`config.mk`:
```
export PLATFORM = sky130hd
export DESIGN_NAME = rtss_cell
export DESIGN_NICKNAME = d
export VERILOG_FILES = /design/src/sv/rtss_pkg.sv /design/src/sv/rtss_cell.sv
export SDC_FILE = /design/constraint.sdc
export NUM_CORES = 1
export LEC_CHECK = 0
export ABC_AREA = 1
export BUFFER_PORTS_ARGS = -buffer_cell sky130_fd_sc_hd__buf_2
export CORE_AREA = 2 2 667 669
export CTS_BUF_LIST = sky130_fd_sc_hd__clkbuf_4 sky130_fd_sc_hd__clkbuf_8
export CTS_CLUSTER_SIZE = 10
export DETAILED_ROUTE_END_ITERATION = 12
export DIE_AREA = 0 0 669 671
export PLACE_DENSITY_LB_ADDON = 0.25
export SYNTH_ARGS = -nofsm -noshare
export SYNTH_HDL_FRONTEND = slang
export SYNTH_SLANG_ARGS = --single-unit
```
`constraint.sdc`:
```
create_clock -name clk_i -period 35 [get_ports clk_i]
set_input_delay 8.75 -clock clk_i [delete_from_list [all_inputs] [get_ports clk_i]]
set_output_delay 8.75 -clock clk_i [all_outputs]
set_load 0.03 [all_outputs]
```
`src/sv/rtss_pkg.sv`:
```
// rtss_pkg: shared types and codes of the record table block
// record layout, cell control word, mode and status codes; no dependencies
`timescale 1ns / 1ps
package rtss_pkg;

  typedef struct packed {
    logic [63:0]        code;
    logic [63:0]        name_first;
    logic [63:0]        name_middle;
    logic [31:0]        name_tail;
    logic signed [39:0] pay;
    logic signed [39:0] extra;
    logic signed [40:0] total;
  } rec_t;

  typedef enum logic [1:0] {
    CELL_HOLD   = 2'd0,
    CELL_LOAD   = 2'd1,
    CELL_ROTATE = 2'd2,
    CELL_SORT   = 2'd3
  } cell_op_e;

  typedef struct packed {
    cell_op_e op;
    logic     phase;  // odd-even sort phase
    logic     keep;   // rotate the head record back to the tail
  } cell_ctl_t;

  localparam logic [1:0] MODE_APPEND = 2'd0;
  localparam logic [1:0] MODE_FIND   = 2'd1;
  localparam logic [1:0] MODE_REMOVE = 2'd2;
  localparam logic [1:0] MODE_LIST   = 2'd3;

  localparam logic [2:0] ST_OK        = 3'd0;
  localparam logic [2:0] ST_FULL      = 3'd1;
  localparam logic [2:0] ST_NOT_FOUND = 3'd2;
  localparam logic [2:0] ST_EMPTY     = 3'd3;
  localparam logic [2:0] ST_LIST      = 3'd4;

endpackage

```
`src/sv/rtss_cell.sv`:
```
// rtss_cell: one table slot of the cell chain
// loads, rotates toward slot zero, or swaps with a neighbor; uses rtss_pkg
`timescale 1ns / 1ps
module rtss_cell #(
  parameter int unsigned Idx  = 0,
  parameter int unsigned CntW = 7
) (
  input  logic              clk_i,
  input  rtss_pkg::cell_ctl_t ctl_i,
  input  logic [CntW-1:0]   n_i,
  input  rtss_pkg::rec_t    new_i,
  input  rtss_pkg::rec_t    head_i,
  input  rtss_pkg::rec_t    left_i,
  input  rtss_pkg::rec_t    right_i,
  output rtss_pkg::rec_t    rec_o
);
  import rtss_pkg::*;

  localparam logic [CntW-1:0] MyIdx  = CntW'(Idx);
  localparam logic            IsOdd  = 1'(Idx % 2);
  localparam bit              HasLft = (Idx > 0);

  rec_t rec_q, rec_d;

  always_comb begin
    rec_d = rec_q;
    unique case (ctl_i.op)
      CELL_HOLD: rec_d = rec_q;
      CELL_LOAD: begin
        if (MyIdx == n_i) rec_d = new_i;
      end
      CELL_ROTATE: begin
        if (ctl_i.keep && (MyIdx == n_i - CntW'(1))) rec_d = head_i;
        else rec_d = right_i;
      end
      CELL_SORT: begin
        if (IsOdd == ctl_i.phase) begin
          // lower slot of the pair: take the right record if it is strictly larger
          if ((MyIdx + CntW'(1) < n_i) && ($signed(rec_q.total) < $signed(right_i.total)))
            rec_d = right_i;
        end else if (HasLft && (MyIdx < n_i) &&
                     ($signed(left_i.total) < $signed(rec_q.total))) begin
          rec_d = left_i;
        end
      end
      default: rec_d = rec_q;
    endcase
  end

  always_ff @(posedge clk_i) begin
    rec_q <= rec_d;
  end

  assign rec_o = rec_q;

endmodule

```
Word-level counts from Yosys, hierarchy flattened
Cells that the tools add are included.
- register bits: 345
- memories kept: 0
- input bits: 1392
- latch bits: 0
- bits in read-only memories: 0
- RAM bits: 0
- output and inout port bits: 345
- logic and storage cells: 28
- shifts and indexed selects: 0
- equality and inequality tests: 6
- reductions and logical operators: 6
- multiply operators: 0
- $add $sub $neg: 1
- order comparisons: 2
- divide/modulo/power cells: 0
- bitwise gates (word level): 1
- muxes and demuxes: 5
- operators with widths (cell ; number):
    $mux W345 ; 4
    $pmux W345 S3 ; 1
    $lt A41 B41 Y1 ; 1
    $logic_not A7 Y1 ; 2
    $lt A1 B7 Y1 const A ; 1
    $sub A7 B1 Y7 const B ; 1
    $ne A2 B2 Y1 const B ; 3
    $eq A2 B2 Y1 const B ; 2
    $reduce_and A4 Y1 ; 1
    $eq A2 B1 Y1 const B ; 1
    $logic_and A1 B1 Y1 ; 2
    $logic_not A2 Y1 ; 1
    $not A1 Y1 ; 1

Logic depth before layout (Yosys ltp)
- depth after elaboration: 5
- mapped depth: 15
- mapped depth without buffers: 15

Worst setup path before layout
No wires, ideal clock.
- path type: input to register
- start: in right_i[40] (netlist name)
- end: reg rec_q, in the netlist rec_o[0], enable pin
- arrival time: 15.358 ns
- path slack: 17.103 ns
- setup time: 2.539 ns
- stages on the path: 11
- data required time: 32.461 ns
- path buffers: 0
- path through: inv_1 ha_1 nand2_1 nor2_1 nand4_1 nor2_1 nand2_1 nand3_1 nand2_1 nand3_1 nand2_1
- longest elaborated chain between the ends: 4
- ends and longest elaborated chain (item ; RTL line ; text):
    start: declaration ; rtss_cell.sv:14 ; input rtss_pkg::rec_t right_i,
    $lt A41 B41 Y1 ; rtss_cell.sv:39 ; if ((MyIdx + CntW'(1) < n_i) && ($signed(rec_q.total) < $signed(right_i.total)))
    $logic_and A1 B1 Y1 ; rtss_cell.sv:39 ;
    $ne A2 B2 Y1 (no source line) ; -- ;
    $reduce_and A4 Y1 (no source line) ; -- ;
    end signal: assignment ; rtss_cell.sv:51 ; rec_q <= rec_d;
    end: declaration ; rtss_cell.sv:23 ; rec_t rec_q, rec_d;
No other way between the ends.
A chain may end at the register's enable or synchronous reset.

Worst setup path after layout
- start: in right_i[6] (netlist name)
- end: reg rec_q, in the netlist rec_o[298], enable pin
Same word-level chain as after synthesis.

==> impl_metrics.csv <==
group,metric,value,unit
placed_design,io_buffers,1391,
setup_path,required,35.56,ns
sta,finalCriticalPeriod,12.86,ns
synthesis,synth-seq-cells,345,
drt,final_antenna_net_count,0,
drt,first_pass_iters,6,
synthesis,syn_inst,2461,
clocking,clock-sinks,345,
setup_path,startpoint_type,"input pin",
synthesis,synth_area_leader_cell,"edfxtp_1",
setup_path,critPathArrivalTime,13.42,ns
setup_path,path_cells,"buf_2 > inv_1 > ha_1 > nand2_1 > a21oi_1 > nor2_1 > nand3_1 > nand2_1 > nand3_1 > nand2_1 > nand3_1 > nand2_4 > buf_4 > buf_4 > buf_4 > buf_4",
drt,wire_per_inst,31.26,µm
sta,maxSlewHeadroom,31.22,%
run_status,status,"complete, no violations",
sta,hold_viol,0,
synthesis,synthTopCellsByCount,"555 x nand2_1, 361 x o211ai_1, 345 x edfxtp_1",
power,p_int,0.9186,mW
synthesis,synth.most_common_cell,"nand2_1",
sta,finalMaxSlewViolations,0,
power,p_comb_share,27.7,%
setup_path,path_max_fanout,46,
synthesis,ys_top_cells_by_area,"edfxtp_1 49%, o211ai_1 13%, nand2_1 9.9%, o21ai_0 5.7%, a21oi_1 4.9%",
setup_path,cp_slowest_cell,"buf_4",
setup_path,cp-end-kind,"flop",
sta,period_share,36.74,%
setup_path,path_class,"in -> reg",
sta,tightest_slew,1.032,ns
placed_design,routabilityCongestion,0.8584,
clocking,root_buffer,"clkbuf_8",
synthesis,synth.cell_area,0.02113,mm²
floorplan,die-area,0.4489,mm²
synthesis,synth.distinct_cells,21,
synthesis,ys_warn_count,0,
synthesis,synth_top_area_share,49.03,%
sta,finalClockSkew,0.1650,ns
clocking,postCtsResizedCells,0,
setup_path,critical_path.max_stage_delay,0.68,ns
power,sw_frac_of_total,39.72,%
global_routing,grt_pass1_vias,25890,
synthesis,syn_avg_cell_area,8.587,µm²
global_routing,grt_max_degree,169,
floorplan,core-area,0.4411,mm²
synthesis,synth_nets,3893,
drt,dr_total_vias,27390,
placed_design,place_area,0.03502,mm²
power,p_clk_share,37.6,%
clocking,worstSkewPairLatency,0.99,ns
run,maxCapViolCount,0,
global_routing,grt_pass1_wl,365400,µm
final_layout,largest_reg_flops,345,
final_layout,nets,5202,
floorplan,rows,244,
sta,rsz0062_at_grt,"false",
sta,setup_violations,0,
min_path,hold_class,"reg -> reg",
placed_design,dp_hpwl,273700,µm
power,switchingPower,0.6053,mW
floorplan,num_io_pins,1737,
clocking,clk_pin_slew,0.06,ns
clocking,cts_max_path_buffers,4,
synthesis,synthFlopType,"edfxtp_1",
floorplan,fp.dieW,669,µm
power,seqPwrFrac,34.7,%
floorplan,die_h,671,µm
clocking,cts_inserted_buffers,92,
final_layout,area_growth,76.59,%
sta,setup_tns,0,ns
clocking,htree_levels,3,
synthesis,async_flop_share,0,%
drt,dr.first_iter.drc_count,1561,
power,vdd_drop_max,0.00003162,V
final_layout,drive_above_1_share,40.92,%
synthesis,ys_seq_area_share,49.03,%
drt,via_per_inst,2.749,
synthesis,synth_edf_count,345,
clocking,cts_tree,"done",
global_routing,grt_use_total,13.31,%
power,p_per_area,40.84,mW/mm²
final_layout,final_area,0.03732,mm²
drt,drc,0,
power,p_leak,14.06,nW
clocking,post-cts-setup-buffers,0,
global_routing,grt-ovfl-total,0,
clocking,cts_hold_buf,0,
global_routing,antenna_found_initial,447,
floorplan,initial_core_util,4.790,%
drt,wl,311500,µm
sta,fmax,0.07777,GHz
setup_path,cpMostUsedCell,"buf_4",
[cell usage in the layout, fill, tap and decap left out, drive strengths merged]
cell | synthesis | routed
buf | 82 | 1432
nand2 | 555 | 555
o211ai | 361 | 361
edfxtp | 345 | 345
o21ai | 329 | 329
inv | 235 | 237
diode | 0 | 224
a21oi | 207 | 207
a31oi | 134 | 134
clkbuf | 136 | 113
ha | 40 | 40
clkinv | 0 | 40
nor2 | 19 | 19
nand3 | 8 | 8
nand4 | 4 | 4
bufinv | 0 | 4
a21o | 3 | 3
nor3 | 1 | 1
o221ai | 1 | 1
or3 | 1 | 1
[through the flow]
stage,hold slack (ns),total power [mW],setup slack [ns],util [%],std cells
global route,1.434,1.615,21.85,8.381,9824
floorplan,7.982,0.7375,17.10,-,2461
CTS,1.348,1.583,22.05,8.332,9738
detailed placement,1.328,0.9756,20.96,7.938,9580
global placement,1.338,0.9765,20.98,7.938,9580
finish,1.307,1.524,22.14,8.459,9962
[final timing paths]
path                            startpoint    endpoint  slack (ns)  cells after the start
worst max-delay path            right_i[6]  rec_o[298]       22.14                     16
worst min-delay path             rec_o[40]   rec_o[32]        1.31                      4
worst max register to register    rec_o[2]  rec_o[298]       29.70                     16
worst min register to register   rec_o[40]   rec_o[32]        1.31                      4
[cells by family after synthesis]
group,after synthesis,synth area share [%]
flops,345,49.03
simple gates,588,10.62
fa+ha+maj,40,2.368
buf+inv,453,8.355
compound gates,1035,29.63
[per-layer routing]
layer	global-route usage, %	wire, µm
met1	14.57	116100
met2	20.62	133800
met3	9.484	50960
met4	3.170	9472
met5	0	1180
[critical path, delay by kind of cell]
| family | cells | cell delay (ns) |
|---|---|---|
| buffers and inverters | 6 | 2.98 |
| AND/OR/NAND/NOR | 8 | 1.11 |
| adder cells (fa/ha/maj) | 1 | 0.34 |
| AO/OA/AOI/OAI | 1 | 0.05 |
[power by group through the flow]
stage | registers, mW | clock network, mW | logic [mW]
2_1_floorplan | 0.640 | 0 | 0.0977
3_3_place_gp | 0.537 | 0 | 0.439
3_5_place_dp | 0.538 | 0 | 0.437
4_1_cts | 0.530 | 0.614 | 0.439
5_1_grt | 0.533 | 0.621 | 0.460
6_report | 0.529 | 0.573 | 0.422
[final cells by class]
| cell class | instances | area, µm² |
|---|---|---|
| Inverter | 235 | 902.1 |
| Antenna cell | 224 | 560.5 |
| Clock inverter | 46 | 314.1 |
| Fill cell | 51960 | 403800 |
| Multi-Input combinational cell | 1663 | 9040 |
| Sequential cell | 345 | 10360 |
| Clock buffer | 112 | 1423 |
| Tap cell | 5904 | 7387 |
| Timing Repair Buffer | 1433 | 7330 |
No activity file was read; power rests on OpenSTA's default activity.
